==> src/bsa_pkg.sv <==
// Package for the bucket statistics aggregator: widths, codes, bucket record.
// No dependencies.
`default_nettype none
package bsa_pkg;

  localparam int SAMPLE_W  = 32;
  localparam int SUM_W     = 64;
  localparam int SQ_W      = 64;
  localparam int VAR_W     = 63;
  localparam int LEN_W     = 13;
  localparam int CNT_W     = 17;
  localparam int DIV_STEPS = 64;

  // Configuration register indexes
  localparam logic CFG_BUCKET_LEN   = 1'b0;
  localparam logic CFG_COUNTER_MODE = 1'b1;

  localparam logic signed [SAMPLE_W-1:0] MIN_INIT = 32'sh7fffffff;
  localparam logic signed [SAMPLE_W-1:0] MAX_INIT = 32'sh80000000;
  localparam logic [VAR_W-1:0]           VAR_MAX  = {VAR_W{1'b1}};

  // One closed bucket, handed from the accumulator to the finishing unit
  typedef struct packed {
    logic signed [SUM_W-1:0]    sum;
    logic [SQ_W-1:0]            sq;
    logic signed [SAMPLE_W-1:0] min_v;
    logic signed [SAMPLE_W-1:0] max_v;
    logic [CNT_W-1:0]           cnt;
    logic                       last;
  } bucket_t;

endpackage
`default_nettype wire

==> src/bsa_if.sv <==
// Valid/ready channel interfaces for samples and bucket results.
// Depends on nothing.
`default_nettype none
interface bsa_in_if;
  logic               valid;
  logic               ready;
  logic signed [31:0] sample;
  logic               range_end;
  modport source (output valid, output sample, output range_end, input ready);
  modport sink   (input valid, input sample, input range_end, output ready);
endinterface

`default_nettype wire

==> src/bsa_front.sv <==
// Accumulator front: takes samples, keeps sum, square sum, min, max, count.
// Depends on bsa_pkg and bsa_in_if.
`default_nettype none
module bsa_front #(
  parameter int MAX_BUCKET = 4096
) (
  input  wire logic                     clk,
  input  wire logic                     rst_n,
  bsa_in_if.sink                        in_ch,
  input  wire logic [bsa_pkg::LEN_W-1:0] bucket_len,
  input  wire logic                     counter_mode,
  output logic                          push,
  output bsa_pkg::bucket_t              push_data,
  input  wire logic                     full
);

  logic                                 s1_v_r, s2_v_r;
  logic signed [bsa_pkg::SAMPLE_W-1:0]  v1_r;
  logic                                 last1_r;
  logic [bsa_pkg::SQ_W-1:0]             sq2_r;
  logic                                 close2_r;
  bsa_pkg::bucket_t                     snap2_r;

  logic signed [bsa_pkg::SUM_W-1:0]     sum_r;
  logic [bsa_pkg::SQ_W-1:0]             sqsum_r;
  logic signed [bsa_pkg::SAMPLE_W-1:0]  min_r, max_r;
  logic [bsa_pkg::CNT_W-1:0]            cnt_r;
  logic [bsa_pkg::SAMPLE_W-1:0]         prev_r;
  logic                                 start_r;

  logic                                 acc, s1_adv, s2_adv, close1;
  logic signed [bsa_pkg::SAMPLE_W-1:0]  v_in;
  logic [bsa_pkg::CNT_W-1:0]            len_x, len_eff, max_len, cnt_nxt;
  logic signed [bsa_pkg::SUM_W-1:0]     sum_nxt;
  logic signed [bsa_pkg::SAMPLE_W-1:0]  min_nxt, max_nxt;
  logic [bsa_pkg::SAMPLE_W-1:0]         mag1;
  logic [bsa_pkg::SQ_W-1:0]             sq1, sq_sum;
  logic [bsa_pkg::SQ_W:0]               sq_add;

  assign s2_adv      = s2_v_r && (!close2_r || !full);
  assign s1_adv      = s1_v_r && (!s2_v_r || s2_adv);
  assign in_ch.ready = !s1_v_r || s1_adv;
  assign acc         = in_ch.valid && in_ch.ready;

  // first sample of a range is always taken raw
  assign v_in = (counter_mode && !start_r) ? in_ch.sample - $signed(prev_r) : in_ch.sample;

  assign len_x   = bsa_pkg::CNT_W'(bucket_len);
  assign max_len = bsa_pkg::CNT_W'(MAX_BUCKET);
  always_comb begin
    priority if (len_x == '0) len_eff = bsa_pkg::CNT_W'(1);
    else if (len_x > max_len) len_eff = max_len;
    else                      len_eff = len_x;
  end

  assign cnt_nxt = cnt_r + bsa_pkg::CNT_W'(1);
  assign close1  = (cnt_nxt >= len_eff) || last1_r;
  assign sum_nxt = sum_r + bsa_pkg::SUM_W'(v1_r);
  assign min_nxt = (v1_r < min_r) ? v1_r : min_r;
  assign max_nxt = (v1_r > max_r) ? v1_r : max_r;
  assign mag1    = v1_r[bsa_pkg::SAMPLE_W-1] ? (~v1_r + 1'b1) : v1_r;
  assign sq1     = mag1 * mag1;

  assign sq_add  = {1'b0, sqsum_r} + {1'b0, sq2_r};
  assign sq_sum  = sq_add[bsa_pkg::SQ_W] ? '1 : sq_add[bsa_pkg::SQ_W-1:0];
  assign push    = s2_adv && close2_r;

  always_comb begin
    push_data    = snap2_r;
    push_data.sq = sq_sum;
  end

  always_ff @(posedge clk) begin
    if (!rst_n) begin
      s1_v_r  <= 1'b0;
      s2_v_r  <= 1'b0;
      sum_r   <= '0;
      sqsum_r <= '0;
      min_r   <= bsa_pkg::MIN_INIT;
      max_r   <= bsa_pkg::MAX_INIT;
      cnt_r   <= '0;
      prev_r  <= '0;
      start_r <= 1'b1;
    end else begin
      if (acc) begin
        prev_r  <= in_ch.sample;
        start_r <= in_ch.range_end;
      end
      if (acc)         s1_v_r <= 1'b1;
      else if (s1_adv) s1_v_r <= 1'b0;
      if (s1_adv)      s2_v_r <= 1'b1;
      else if (s2_adv) s2_v_r <= 1'b0;
      if (s1_adv) begin
        if (close1) begin
          sum_r <= '0;
          min_r <= bsa_pkg::MIN_INIT;
          max_r <= bsa_pkg::MAX_INIT;
          cnt_r <= '0;
        end else begin
          sum_r <= sum_nxt;
          min_r <= min_nxt;
          max_r <= max_nxt;
          cnt_r <= cnt_nxt;
        end
      end
      // square sum lags one stage behind the other totals
      if (s2_adv) sqsum_r <= close2_r ? '0 : sq_sum;
    end
  end

  always_ff @(posedge clk) begin
    if (acc) begin
      v1_r    <= v_in;
      last1_r <= in_ch.range_end;
    end
    if (s1_adv) begin
      sq2_r         <= sq1;
      close2_r      <= close1;
      snap2_r.sum   <= sum_nxt;
      snap2_r.sq    <= '0;
      snap2_r.min_v <= min_nxt;
      snap2_r.max_v <= max_nxt;
      snap2_r.cnt   <= cnt_nxt;
      snap2_r.last  <= last1_r;
    end
  end

endmodule
`default_nettype wire

==> src/flat_wrapper.sv <==
// flat-port wrapper written by rule: the top's interface ports become plain ports
module bsa_front_flat 
#(
  parameter int MAX_BUCKET = 4096
)
  (clk, rst_n, bucket_len, counter_mode, push, push_data, full, in_ch_valid, in_ch_sample, in_ch_range_end, in_ch_ready);
  bsa_in_if in_ch_i ();
  input  wire logic clk;
  input  wire logic rst_n;
  input  wire logic [bsa_pkg::LEN_W-1:0] bucket_len;
  input  wire logic counter_mode;
  output logic push;
  output bsa_pkg::bucket_t push_data;
  input  wire logic full;
  input wire logic [$bits(in_ch_i.valid)-1:0] in_ch_valid;
  input wire logic [$bits(in_ch_i.sample)-1:0] in_ch_sample;
  input wire logic [$bits(in_ch_i.range_end)-1:0] in_ch_range_end;
  output wire logic [$bits(in_ch_i.ready)-1:0] in_ch_ready;
  assign in_ch_i.valid = in_ch_valid;
  assign in_ch_i.sample = in_ch_sample;
  assign in_ch_i.range_end = in_ch_range_end;
  assign in_ch_ready = in_ch_i.ready;
  bsa_front #(.MAX_BUCKET(MAX_BUCKET)) u_core (.clk(clk), .rst_n(rst_n), .in_ch(in_ch_i), .bucket_len(bucket_len), .counter_mode(counter_mode), .push(push), .push_data(push_data), .full(full));
endmodule
==> config.mk <==
export PLATFORM = sky130hd
export DESIGN_NAME = bsa_front_flat
export DESIGN_NICKNAME = d
export VERILOG_FILES = /design/src/bsa_pkg.sv /design/src/bsa_if.sv /design/src/bsa_front.sv /design/src/flat_wrapper.sv
export SDC_FILE = /design/constraint.sdc
export NUM_CORES = 2
export LEC_CHECK = 0
export ABC_AREA = 0
export BUFFER_PORTS_ARGS = -buffer_cell sky130_fd_sc_hd__clkbuf_2
export CORE_MARGIN = 2
export CORE_UTILIZATION = 26
export DETAILED_ROUTE_END_ITERATION = 10
export GPL_ROUTABILITY_DRIVEN = 0
export PLACE_DENSITY = 0.4
export SETUP_SLACK_MARGIN = 0.2
export SKIP_CTS_REPAIR_TIMING = 1
export SLEW_MARGIN = 20
export SYNTH_ARGS = -nofsm -noshare
export SYNTH_HDL_FRONTEND = slang
export SYNTH_SLANG_ARGS = --single-unit
==> constraint.sdc <==
create_clock -name clk -period 18.7 [get_ports clk]
set_clock_uncertainty 0.1 [all_clocks]
set_input_delay 3.74 -clock clk [delete_from_list [all_inputs] [get_ports clk]]
set_output_delay 3.74 -clock clk [all_outputs]
set_load 0.1 [all_outputs]
==> impl_metrics.yaml <==
grt:
  grtUsageMet3_pct: 3.781
  antenna_found_initial: 8
  gr-total-overflow: 0
  grt.met2_usage_pct: 28.30
  track_usage_pct: 17.74
  grt_use_met1_pct: 24.44
  grt_max_degree: 126
  first_global_vias: 45880
  top_usage_layer: "met2"
  grt_pass1_wl_mm: 297.2
sta:
  finalSetupViolations: 0
  worst_slew_pin_slew_ns: 1.137
  finalMaxSlewViolations: 0
  final-hold-violation-count: 0
  slew_headroom_pct: 23.52
  fin_crit_ns: 12.17
  hold_ws_ns: 0.3627
  fmax_mhz: 82.20
  post-route-period-util_pct: 65.06
  tns_ns: 0
  rsz0062_at_grt: "no"
setup_path:
  r2r_setup_slack_ns: 6.53
  cp_num_buf_inv: 6
  max_stage_delay_ns: 0.72
  cp_data_arrival_time_ns: 12.44
  critPathMaxFanout: 18
  critPathTopFamily: "adder cells"
  r2r_start: "u_core.v1_r[5]$_DFFE_PP_"
  reg2regPathDepth: 33
  rr_endpoint: "u_core.sq2_r[60]$_DFFE_PP_"
  critPathKind: "register to register"
  cpMostUsedCell: "fa_1"
  crit_path_start_kind: "register"
  crit_required_ns: 18.98
  critical_path.endpoint_type: "register"
  cp_slowest_cell: "a2111oi_0"
routing:
  wirelength_mm: 199.9
  vias: 43710
  wl_per_cell_um: 21.50
  routed_via_density: 4.702
  first_pass_iters: 5
  final_antenna_net_count: 0
  drtIter0Drc: 2650
  drc_errors: 0
yosys:
  synth_cells: 6178
  synthFlopType: "dfxtp_1"
  ys_seq_elements: 487
  synth_warnings: 0
  yosysTopAreaCellShare_pct: 27.98
  syn_area_per_cell_sq_um: 9.254
  synth_edf_count: 243
  ys_async_sr_fraction_pct: 0
  yosysSeqAreaShare_pct: 21.31
  ys_types: 88
  synth_top_area_cell: "fa_1"
  synth_area_leaders: "fa_1 28%, edfxtp_1 13%, ha_1 11%, dfxtp_1 8.5%, inv_1 7.6%"
  syn_area_sq_um: 57170
floorplan:
  start_util_pct: 26.09
  fp.dieH_um: 472.9
  ioPinCount: 263
  core_area_sq_um: 219100
  die_w_um: 472.9
  dieArea_sq_um: 223600
  row_count: 172
run_status:
  status: "complete, no violations"
placement:
  hpwl_mm: 156.3
  place.port_buffers: 262
clock_tree:
  clk_pin_slew_ns: 0.07
  clockRootBuffer: "clkbuf_16"
  clk_path_buf_depth: 3
  cts_made_buffers: 58
  cts.sinks: 487
  insertion_delay_ns: 0.70
  cts_tree: "yes"
  h-tree-depth: 2
final_layout:
  nNetsFinal: 7739
  syn_to_final_growth_pct: 12.24
  drive_gt1_share_pct: 8.845
  n_fill_cell: 23330
run:
  drv_cap: 0
worst_hold_path:
  min-delay-start: "u_core.prev_r[10]$_SDFFE_PN0P_"
  hold_end: "u_core.prev_r[10]$_SDFFE_PN0P_"
  whs_path_depth: 2
  hp-class: "register to register"
## tightest hold or removal path, cell delays in order, from the launching register on
cell and delay (ns):
dfxtp_1 0.31, nand2_1 0.05, a21boi_0 0.06
## state kept, by name, indices dropped and copies added, names as in the netlist, 17 cells and up
register and count:
u_core.push_data 146, u_core.v1_r 32, u_core.cnt_r 17, u_core.sqsum_r 64
u_core.sq2_r 63, u_core.max_r 32, u_core.prev_r 32, u_core.sum_r 64
u_core.min_r 32
## kinds of logic (layout without fill, tap and decap cells)
family          Yosys count  after routing  share of synthesized area, %
xor+xnor                275            275                         4.270
simple gates           1471           1471                         11.37
fa+ha+maj              1316           1316                         39.29
other cells               2             28                       0.01314
compound gates         1166           1166                         13.60
buf+inv                1423           1644                         9.404
mux                      38             38                        0.7354
flops                   487            487                         21.31
## cells in the final DEF (no fill, tap or decap), drive strengths merged, types with 12 or more instances in the layout
| cell type | synthesis | final |
|---|---|---|
| or2 | 13 | 13 |
| nor2b | 40 | 40 |
| nand4 | 67 | 67 |
| a31oi | 28 | 28 |
| o211ai | 26 | 26 |
| o31ai | 25 | 25 |
| a21o | 139 | 139 |
| a22oi | 15 | 15 |
| edfxtp | 243 | 243 |
| and2 | 23 | 23 |
| or3 | 13 | 13 |
| nor4 | 13 | 13 |
| nand2 | 681 | 681 |
| a21boi | 76 | 76 |
| ha | 517 | 517 |
| o21bai | 49 | 49 |
| nand3 | 98 | 98 |
| nor2 | 382 | 382 |
| inv | 1158 | 1165 |
| conb | 2 | 25 |
| xor2 | 118 | 118 |
| clkinv | 12 | 30 |
| a21oi | 277 | 277 |
| fa | 799 | 799 |
| o21a | 36 | 36 |
| o21ai | 237 | 237 |
| o22a | 32 | 32 |
| mux2 | 32 | 32 |
| dfxtp | 244 | 244 |
| xnor2 | 156 | 156 |
| and3 | 43 | 43 |
| a211oi | 21 | 21 |
| nand2b | 33 | 33 |
| a22o | 113 | 113 |
| buf | 21 | 102 |
| clkbuf | 232 | 336 |
| and4 | 12 | 12 |
| nor3 | 32 | 32 |
## metrics by stage
stage / instances / utilization [%] / instance area, sq um / worst slack (ns)
after floorplan: 6201 / - / 57250 / 8.028
after global placement: 9181 / 28.39 / 62200 / 6.353
after detailed placement: 9182 / 28.40 / 62210 / 6.509
after CTS: 9292 / 29.27 / 64130 / 6.421
after global routing: 9294 / 29.29 / 64160 / 5.809
final: 9296 / 29.29 / 64170 / 6.534
## cells in the mapped netlist (all sizes together) (67+ instances only)
library cell  count
nand2           681
clkbuf          232
edfxtp          243
dfxtp           244
a22o            113
inv            1158
a21boi           76
a21oi           277
nand3            98
ha              517
nor2            382
xor2            118
fa              799
xnor2           156
a21o            139
nand4            67
o21ai           237
## worst max path at each step
stage                     depth (start not counted)                    endpoint                     start
after floorplan                                   4   u_core.close2_r$_DFFE_PP_                      full
after global placement                           34  u_core.sq2_r[61]$_DFFE_PP_  u_core.v1_r[0]$_DFFE_PP_
after detailed placement                         33  u_core.sq2_r[60]$_DFFE_PP_  u_core.v1_r[0]$_DFFE_PP_
after CTS                                        33  u_core.sq2_r[60]$_DFFE_PP_  u_core.v1_r[0]$_DFFE_PP_
after global routing                             33  u_core.sq2_r[60]$_DFFE_PP_  u_core.v1_r[3]$_DFFE_PP_
final                                            33  u_core.sq2_r[60]$_DFFE_PP_  u_core.v1_r[5]$_DFFE_PP_
## routing by layer
layer  share of wire (%)  wire [um]
met4                 2.5       4933
met2                  45      90600
met5               0.018         36
met1                  46      92340
met3                 6.0      11950
## layout make-up
type / instances / area, sq um / share of cell area [%]
diodes: 3 / 7.507 / 0.01170
repair buffers: 364 / 2100 / 3.272
clock buffers: 75 / 1585 / 2.471
well taps: 2871 / 3592 / 5.598
clock inverters: 35 / 336.6 / 0.5245
multi-input cells: 4291 / 39960 / 62.28
flip-flops and latches: 487 / 12180 / 18.98
inverters: 1170 / 4402 / 6.860
Power is left out: the tool's default activity adds up to more than one toggle a clock period on the data nets, which glitch-free logic cannot reach.
