<file path="config.mk">
export PLATFORM = sky130hd
export DESIGN_NAME = bsa_fifo
export DESIGN_NICKNAME = d
export VERILOG_FILES = /design/src/bsa_pkg.sv /design/src/bsa_fifo.sv
export SDC_FILE = /design/constraint.sdc
export NUM_CORES = 1
export LEC_CHECK = 0
export ABC_CLOCK_PERIOD_IN_PS = 20100
export BUFFER_PORTS_ARGS = -buffer_cell sky130_fd_sc_hd__buf_2
export CAP_MARGIN = 5
export CORE_UTILIZATION = 50
export CTS_BUF_LIST = sky130_fd_sc_hd__clkbuf_4 sky130_fd_sc_hd__clkbuf_8
export CTS_CLUSTER_DIAMETER = 120
export DETAILED_ROUTE_END_ITERATION = 6
export PLACE_DENSITY = 0.77
export SKIP_LAST_GASP = 1
export SYNTH_ARGS = -nofsm -noshare
export SYNTH_HDL_FRONTEND = slang
export SYNTH_SLANG_ARGS = --single-unit
export TNS_END_PERCENT = 30
</file>
<file path="constraint.sdc">
create_clock -name clk -period 20.1 [get_ports clk]
set_clock_uncertainty 0.15 [all_clocks]
set_input_delay 2.01 -clock clk [delete_from_list [all_inputs] [get_ports clk]]
set_output_delay 2.01 -clock clk [all_outputs]
set_load 0.005 [all_outputs]
</file>
<file path="src/bsa_pkg.sv">
// Package for the bucket statistics aggregator: widths, codes, bucket record.
// No dependencies.
`default_nettype none
package bsa_pkg;

  localparam int SAMPLE_W  = 32;
  localparam int SUM_W     = 64;
  localparam int SQ_W      = 64;
  localparam int VAR_W     = 63;
  localparam int LEN_W     = 13;
  localparam int CNT_W     = 17;
  localparam int DIV_STEPS = 64;

  // Configuration register indexes
  localparam logic CFG_BUCKET_LEN   = 1'b0;
  localparam logic CFG_COUNTER_MODE = 1'b1;

  localparam logic signed [SAMPLE_W-1:0] MIN_INIT = 32'sh7fffffff;
  localparam logic signed [SAMPLE_W-1:0] MAX_INIT = 32'sh80000000;
  localparam logic [VAR_W-1:0]           VAR_MAX  = {VAR_W{1'b1}};

  // One closed bucket, handed from the accumulator to the finishing unit
  typedef struct packed {
    logic signed [SUM_W-1:0]    sum;
    logic [SQ_W-1:0]            sq;
    logic signed [SAMPLE_W-1:0] min_v;
    logic signed [SAMPLE_W-1:0] max_v;
    logic [CNT_W-1:0]           cnt;
    logic                       last;
  } bucket_t;

endpackage
`default_nettype wire

</file>
<file path="src/bsa_fifo.sv">
// Two-entry queue of closed buckets between accumulator and finishing unit.
// Depends on bsa_pkg.
`default_nettype none
module bsa_fifo (
  input  wire logic              clk,
  input  wire logic              rst_n,
  input  wire logic              push,
  input  wire bsa_pkg::bucket_t  push_data,
  output logic                   full,
  input  wire logic              pop,
  output bsa_pkg::bucket_t       pop_data,
  output logic                   empty
);

  bsa_pkg::bucket_t ent_r [2];
  logic             wp_r, rp_r;
  logic [1:0]       cnt_r;

  assign full     = cnt_r == 2'd2;
  assign empty    = cnt_r == 2'd0;
  assign pop_data = ent_r[rp_r];

  always_ff @(posedge clk) begin
    if (!rst_n) begin
      wp_r  <= 1'b0;
      rp_r  <= 1'b0;
      cnt_r <= '0;
    end else begin
      if (push) wp_r <= ~wp_r;
      if (pop)  rp_r <= ~rp_r;
      unique case ({push, pop})
        2'b10:   cnt_r <= cnt_r + 2'd1;
        2'b01:   cnt_r <= cnt_r - 2'd1;
        default: cnt_r <= cnt_r;
      endcase
    end
  end

  always_ff @(posedge clk) begin
    if (push) ent_r[wp_r] <= push_data;
  end

endmodule
`default_nettype wire

</file>
==> out/summary.md, run 1 <==
Max-cap violations in this run came to 0. In this run the cell area measured after placement is 17900 µm². The die covers 31400 µm². The share of synthesized registers carrying an async set or reset was 0. For this run, design rule violations remaining after detail routing come to 0.

The clock tree synthesis step divided the H-tree into 3 levels. The worst register-to-register path begins at wp_r. The die is 177 µm wide. Maximum vdd drop: 0.0000746 V. TritonCTS created 68 clock buffers. The final core area utilization came out at 0.639. In this run the mean area of a mapped cell was 22.8 µm². The worst hold path startpoint is cnt_r[1]. The number of rows in the core area was 63. The sequential area share after synthesis was 0.828.

The most used flip-flop cell after synthesis is sky130_fd_sc_hd__edfxtp_1. STA classifies the critical path startpoint as a flop. Setup violations remaining at the end of the flow were counted as 0. The arrival time reported for the critical path endpoint was 3.05 ns; the number of storage elements in the synthesis netlist was 425. For the post-synthesis cell type count, the log shows 17.

By startpoint and endpoint, the worst setup path is classified as flop to output port. The part of the power in combinational logic is 0.092. The worst-case headroom to the max-slew limit was 0.280.

The run finished with clean final reports. The count of TritonRoute iterations in the first routing pass came out at 4. Measured along the y axis, the die boundary spans 177 µm.

The worst setup path is captured at an output port. The congestion estimate from routability-driven global placement came to 0.783. The final routed wire length divided by cell count works out to 19.6 µm.

Number of I/O port buffers: 425. By area the synthesized netlist is led by sky130_fd_sc_hd__edfxtp_1 (82%), sky130_fd_sc_hd__mux2_2 (15%), sky130_fd_sc_hd__buf_4 (0.98%). The tools report the final-layout setup total negative slack as 0 ns. The logs give 15400 µm² for the post-synthesis instance area and 30000 µm² for the standard cell core area.

In the synthesized netlist, the cells that appear most often are sky130_fd_sc_hd__edfxtp_1 (420), sky130_fd_sc_hd__mux2_2 (210), sky130_fd_sc_hd__buf_4 (20), sky130_fd_sc_hd__dfxtp_1 (5), sky130_fd_sc_hd__and2_1 (4). At the pin with the least slew margin, the transition time is 1.08 ns. The switching power share of the total is 0.215, and the initial antenna violation count is 9. The layout overhead on the synthesized area came out at 24.6%. Setup repair after global routing left no endpoint under its margin. The cell sitting at the root of the clock tree is a sky130_fd_sc_hd__clkbuf_8. The number of gates resized after CTS was 0. Cell internal power was estimated by the tool at 1.48 mW. The number of instances in the synthesized netlist was 675.

Using the TritonRoute via totals, the vias-per-cell ratio works out to 5.06. Detailed routing inserted a total of 8078 vias. Summing all non-filler instances in the final layout gives an area of 19100 µm². The highest attainable clock frequency is 192 MHz.

Clock-pin slew was measured on the worst setup and hold paths at 0.06 ns. The run gives 3 as the number of buffers on the longest clock path. The cell count after placement is 1474, and the pin count of the biggest net entering global routing is 81. The path class of the tightest hold or removal check is flop to flop. In this run, synthesis inferred 420 flip-flops with an integrated enable.

The largest fanout of any net on the critical path was 80; the final cycle utilization of the critical path was 0.259. The data required time at the worst endpoint is 17.94 ns, and the effective utilization at floorplan is 0.513. The final count of pins violating max slew came out at 0. For the post-synthesis net count, the log shows 890. The later pin in the worst-skew pair is clocked with a latency of 0.54 ns. 426 I/O pins were placed. For this run the aggregate overflow at the end of global routing stands at 0. sky130_fd_sc_hd__edfxtp_1 is the most common cell in the netlist.

The count of final hold-check violations is 0, and the count of filler cells inserted in the layout is 2113. The HPWL after detailed placement is 20700 µm. For this design the static power due to leakage is 7.19 nW. The logs give 0 for the buffer count from post-CTS setup fixing and 0.356 for the clock share of power.

The warning count from the yosys run was 0; the post-detailed-route count of antenna-violating nets was 0. The cell taking the most area after synthesis was sky130_fd_sc_hd__edfxtp_1. The fraction of layout cells with a size suffix above 1 works out to 0.622.

Excluding fillers, the count of instances in the completed layout stands at 1597. The sequential share of power is 0.552. TritonCTS built the clock tree.

The net count of the finished layout is 1369. The violation count after the first detailed-routing iteration was 421; the total wirelength of the detailed-routed design was 31300 µm. The first global-routing pass estimated 44800 µm of wire.

For this design the ratio of total power to cell area is 98.7 nW/µm². The hold buffer count at CTS is 0, and the final critical-path required period is 5.21 ns. Switching power: 0.406 mW. The tools report the all-layer global routing usage as 0.191. The tree built by TritonCTS fans out to 425 sinks. The top-area cell type share of the netlist area was 0.821; the number of global-route vias before repair was 8431.
[flip-flops by register name, indices dropped and copies added, names as in the netlist, named ones only]
register	flops
cnt_r	2
rp_r	1
ent_r	420
wp_r	1
[power groups by stage]
| stage | Clock, mW | Sequential, mW | Combinational (mW) |
|---|---|---|---|
| floorplan | 0 | 1.06 | 0.0939 |
| global placement | 0 | 1.06 | 0.171 |
| detailed placement | 0 | 1.06 | 0.175 |
| CTS | 0.694 | 1.04 | 0.176 |
| global route | 0.727 | 1.05 | 0.188 |
| finish | 0.673 | 1.04 | 0.174 |
[metrics by stage]
step	setup slack, ns	hold WS (ns)	total power, mW
global route	14.68	0.434	1.96
CTS	14.80	0.360	1.91
detailed placement	15.43	0.348	1.24
global placement	15.37	0.328	1.23
finish	14.89	0.357	1.89
floorplan	8.26	0.316	1.16
[worst max-delay path, cell delays in order (launching register included)]
cell                      delay [ns]
sky130_fd_sc_hd__dfxtp_4        0.93
sky130_fd_sc_hd__buf_4          0.87
sky130_fd_sc_hd__mux2_2         0.44
sky130_fd_sc_hd__buf_2          0.13
[cells in the final DEF (no fill, tap or decap), types with 2 or more instances in the layout]
| cell type | n |
|---|---|
| sky130_fd_sc_hd__buf_2 | 425 |
| sky130_fd_sc_hd__clkinv_1 | 16 |
| sky130_fd_sc_hd__clkbuf_4 | 24 |
| sky130_fd_sc_hd__dfxtp_1 | 4 |
| sky130_fd_sc_hd__clkinv_2 | 2 |
| sky130_fd_sc_hd__mux2_2 | 210 |
| sky130_fd_sc_hd__buf_4 | 7 |
| sky130_fd_sc_hd__and2_1 | 3 |
| sky130_fd_sc_hd__clkinvlp_4 | 2 |
| sky130_fd_sc_hd__clkbuf_8 | 70 |
| sky130_fd_sc_hd__edfxtp_1 | 420 |
| sky130_fd_sc_hd__diode_2 | 7 |
| sky130_fd_sc_hd__xnor2_1 | 2 |
[final timing paths]
check	end	depth (start not counted)	slack [ns]
worst max-delay path	pop_data[155]	3	14.89
worst min register to register	cnt_r[1]	2	0.36
worst max register to register	ent_r[1][103]	2	17.36
worst min-delay path	cnt_r[1]	2	0.36
[cell families (layout without fill, tap and decap cells)]
kind of cell,count (synthesis),count (layout),synth area share
AO/OA/AOI/OAI,3,3,0.00130
XOR/XNOR,3,3,0.00171
adder cells (fa/ha/maj),1,1,0.000815
buffers and inverters,24,549,0.0110
flip-flops,425,425,0.828
multiplexers,210,210,0.154
other,0,7,0
AND/OR/NAND/NOR,9,9,0.00350
[layer usage]
metal,global-route usage,part of all wire,up-vias
met2,0.329,0.51,370
met5,0,0.00058,-
met1,0.212,0.36,3947
met4,0.0883,0.030,2
li1,-,-,3687
met3,0.0651,0.10,72
[cell type report]
cell class | count | area [µm²] | share of cell area
clock inverters | 22 | 105 | 0.00549
inverters | 1 | 3.75 | 0.000196
repair buffers | 432 | 2180 | 0.114
well taps | 390 | 488 | 0.0255
flip-flops and latches | 425 | 12700 | 0.664
clock buffers | 94 | 1140 | 0.0597
multi-input cells | 226 | 2490 | 0.130
diodes | 7 | 17.5 | 0.000915
Power figures use the tool's default switching activity.
==> run 2: changes to the inputs <==
--- a/config.mk
+++ b/config.mk
@@ -5,7 +5,7 @@
 export SDC_FILE = /design/constraint.sdc
 export NUM_CORES = 1
 export LEC_CHECK = 0
-export ABC_CLOCK_PERIOD_IN_PS = 20100
+export ABC_CLOCK_PERIOD_IN_PS = 5200
 export BUFFER_PORTS_ARGS = -buffer_cell sky130_fd_sc_hd__buf_2
 export CAP_MARGIN = 5
 export CORE_UTILIZATION = 50
==> constraint.sdc (replaced) <==
create_clock -name clk -period 5.2 [get_ports clk]
set_clock_uncertainty 0.15 [all_clocks]
set_input_delay 0.52 -clock clk [delete_from_list [all_inputs] [get_ports clk]]
set_output_delay 0.52 -clock clk [all_outputs]
set_load 0.005 [all_outputs]
==> out/summary.md, run 2 (synthesized netlist as in run 1, its figures left out) <==
The area of the die came out at 31400 µm² (unchanged). Number of I/O port buffers: 425 (unchanged). Clock tree synthesis selected as its root buffer the cell sky130_fd_sc_hd__clkbuf_8.

The placer's final routability congestion estimate is 0.774 (-1.2%). The highest layer touched by signal routing is met4. The maximum vdd drop was 0.000247 V (+230%); the all-layer global routing usage was 0.223 (+0.0326). The run gives 128 (+58%) as the pin count of the biggest net entering global routing. Final critical-path required period: 2.76 ns. The tools report the worst slack after detailed placement as 2.59 ns (-12.84 ns).

The sequential share of power is 0.534 (-0.018), and the die boundary width is 177 µm (unchanged). The final worst setup slack was 2.44 ns (-12.45 ns); the fraction of layout cells with a size suffix above 1 was 0.533 (-0.0886). The endpoint class of the critical path was an output port.

For the static leakage, the log shows 8.07 nW (+12%). Final layout net count: 1578 (+15%). The first-pass GRT wire length is 52700 µm (+18%). The worst hold path startpoint was rst_n. The highest attainable clock frequency was 363 MHz. Post-detailed-route count of antenna-violating nets: 0 (unchanged).

The number of buffers added by the clock tree synthesis step came out at 68 (unchanged). The largest fanout of any net on the critical path works out to 111 (+39%). The total wirelength of the detailed-routed design is 36100 µm (+16%), and the arrival time reported for the critical path endpoint is 2.09 ns (-0.96 ns). Layout overhead on the synthesized area: 38.5%. The critical path buffer and inverter count is 2 (unchanged).

The largest stage delay on the critical path works out to 0.45 ns (-0.48 ns). The run gives 425 (unchanged) as the number of sinks handled by clock tree synthesis. The most common cell after layout, fill and taps aside was sky130_fd_sc_hd__buf_2.

For the cell count after placement, the log shows 1474 (unchanged). The switching power share of the total is 0.225 (+0.00991). The endpoint identified for the worst register-to-register timing path is ent_r[0][137]. The worst setup path is launched from a flop. The largest registers in the layout are ent_r (420), cnt_r (2). The number of vias per cell after detailed routing is 5.02 (-0.71%).

The largest register by flop count is ent_r. Final HPWL from detailed placement: 20700 µm (+0.24%). The effective utilization at floorplan is 0.513 (unchanged). The clock-pin slew on the worst setup and hold paths works out to 0.06 ns (about the same).

The flow ran to the end, and the final reports show no timing, DRC or antenna violations. The length in cells of the worst reg-to-reg path is 2 (unchanged), and the count of final hold-check violations is 0 (unchanged). The number of flip-flops in the largest register is 420 (unchanged). TritonCTS built the clock tree. The run gives 0.401 (+0.121) as the worst-case headroom to the max-slew limit. The length of routed met3 wiring is 3000 µm (-4.8%), and the standard cell core area is 30000 µm² (unchanged). For the number of global-route vias before repair, the log shows 9917 (+18%).

The internal power component is 5.82 mW (+290%). Critical path's top delay family: buffers and inverters. Number of H-tree levels: 3 (unchanged). The count of TritonRoute iterations in the first routing pass came out at 4 (unchanged). The tools report the startpoint of the most critical register-to-register path as wp_r. The met1 wire length was 12700 µm (+14%).

The post-route non-filler standard cell count came out at 1798 (+13%). The violation count after the first detailed-routing iteration came out at 528 (+25%). The total I/O pin count is 426 (unchanged). The number of buffers on the longest clock path is 3 (unchanged).

Setup repair after global routing left no endpoint under its margin. The number of rows in the core area was 63 (unchanged); the total power divided by cell area was 353 nW/µm² (+260%). The signal on the critical path passes through buf_12 -> mux2_2 -> buf_2. For the clock share of power, the log shows 0.354 (-0.002). The slowest stage of the critical path belongs to the cell sky130_fd_sc_hd__mux2_2. The number of gates resized after cts is 0 (unchanged), and the insertion delay of the later-clocked pin in the worst-skew pair is 0.57 ns (+0.03 ns).

The logs give 2 (-7) for the initial antenna violation count and 1.69 mW (+320%) for the switching power. The number of endpoints failing setup at the final stage came out at 0 (unchanged). The tools report the data required time at the worst endpoint as 4.53 ns (-13.41 ns). The number of cells traversed by the worst hold path was 2 (unchanged); the slew at the pin closest to its max-slew limit was 0.899 ns (-0.182 ns). The die extent in y is 177 µm (unchanged), and the max-cap check violation count is 0 (unchanged). The part of the power in combinational logic was 0.113 (+0.021).

The count of vias placed by the detailed router came out at 9030 (+12%). The internal reg-to-reg setup slack is 2.90 ns (-14.46 ns), and the total DRC errors in the routed layout is 0 (unchanged). The tools report the residual overflow from global routing as 0 (unchanged).

The final cycle utilization of the critical path was 0.530. The critical path is of the flop to output port type. The run gives 19200 µm (+20%) as the wire length on met2. The final routed wire length divided by cell count was 20.1 µm (+2.6%). In the layout the commonest cells are sky130_fd_sc_hd__buf_2 (425), sky130_fd_sc_hd__edfxtp_1 (420), sky130_fd_sc_hd__mux2_2 (210), sky130_fd_sc_hd__dlygate4sd3_1 (209), sky130_fd_sc_hd__clkbuf_8 (69).

The type of the worst min-delay path was input port to flop. The final count of pins violating max slew came out at 0 (unchanged).
==> run 2: cell count changes in the layout (fill, tap and decap cells not counted), moves of 2 or more <==
cell,delta
sky130_fd_sc_hd__buf_4,-4
sky130_fd_sc_hd__diode_2,-4
sky130_fd_sc_hd__clkinv_2,+2
sky130_fd_sc_hd__buf_12,+4
sky130_fd_sc_hd__dlygate4sd3_1,+209
sky130_fd_sc_hd__clkinv_1,-7
==> run 2: cell type report <==
| class | count | area [µm²] |
|---|---|---|
| multi-input combinational | 226 | 2490 |
| clock inverter | 20 | 124 |
| antenna | 3 | 7.51 |
| inverter | 1 | 3.75 |
| clock buffer | 92 | 1120 |
| fill | 1817 | 8680 |
| sequential | 425 | 12700 |
| tap | 390 | 488 |
| timing repair buffer | 641 | 4320 |
==> run 2: worst max path at each step <==
stage	startpoint	end	slack, ns	cells past startpoint
2_1_floorplan	push	ent_r[1][0]	-0.80	1
3_3_place_gp	push	ent_r[0][136]	2.57	4
3_5_place_dp	push	ent_r[0][132]	2.59	4
4_1_cts	flop	pop_data[168]	2.41	3
5_1_grt	flop	pop_data[168]	2.34	3
6_report	flop	pop_data[168]	2.44	3
==> run 2: metal layers <==
layer | GRT usage | vias up
li1 | - | 4086
met1 | 0.232 | 4446
met2 | 0.412 | 406
met3 | 0.0696 | 92
met4 | 0.0958 | 0
met5 | 0 | -
==> run 2: what timing repair did <==
action | in CTS | in global routing
hold buffers | 209 | 0
hold endpoints to repair | 416 | 0
setup buffers | 0 | 0
==> run 2: power groups by stage <==
| stage | Clock (mW) | Combinational [mW] | Sequential (mW) |
|---|---|---|---|
| 2_1_floorplan | 0 | 0.363 | 4.08 |
| 6_report | 2.66 | 0.847 | 4.01 |
| 3_5_place_dp | 0 | 0.703 | 4.08 |
| 3_3_place_gp | 0 | 0.691 | 4.06 |
| 5_1_grt | 2.87 | 0.905 | 4.02 |
| 4_1_cts | 2.70 | 0.838 | 4.01 |
==> run 2: stage by stage <==
step / power, mW / util / area (µm²) / setup TNS (ns) / hold slack [ns]
global route: 7.79 / 0.710 / 21300 / 0 / 0.0462
finish: 7.51 / 0.710 / 21300 / 0 / 0.0655
detailed placement: 4.78 / 0.598 / 17900 / 0 / 0.374
floorplan: 4.45 / - / 15400 / -167.37 / 0.316
global placement: 4.75 / 0.598 / 17900 / 0 / 0.333
CTS: 7.55 / 0.710 / 21300 / 0 / 0.0252
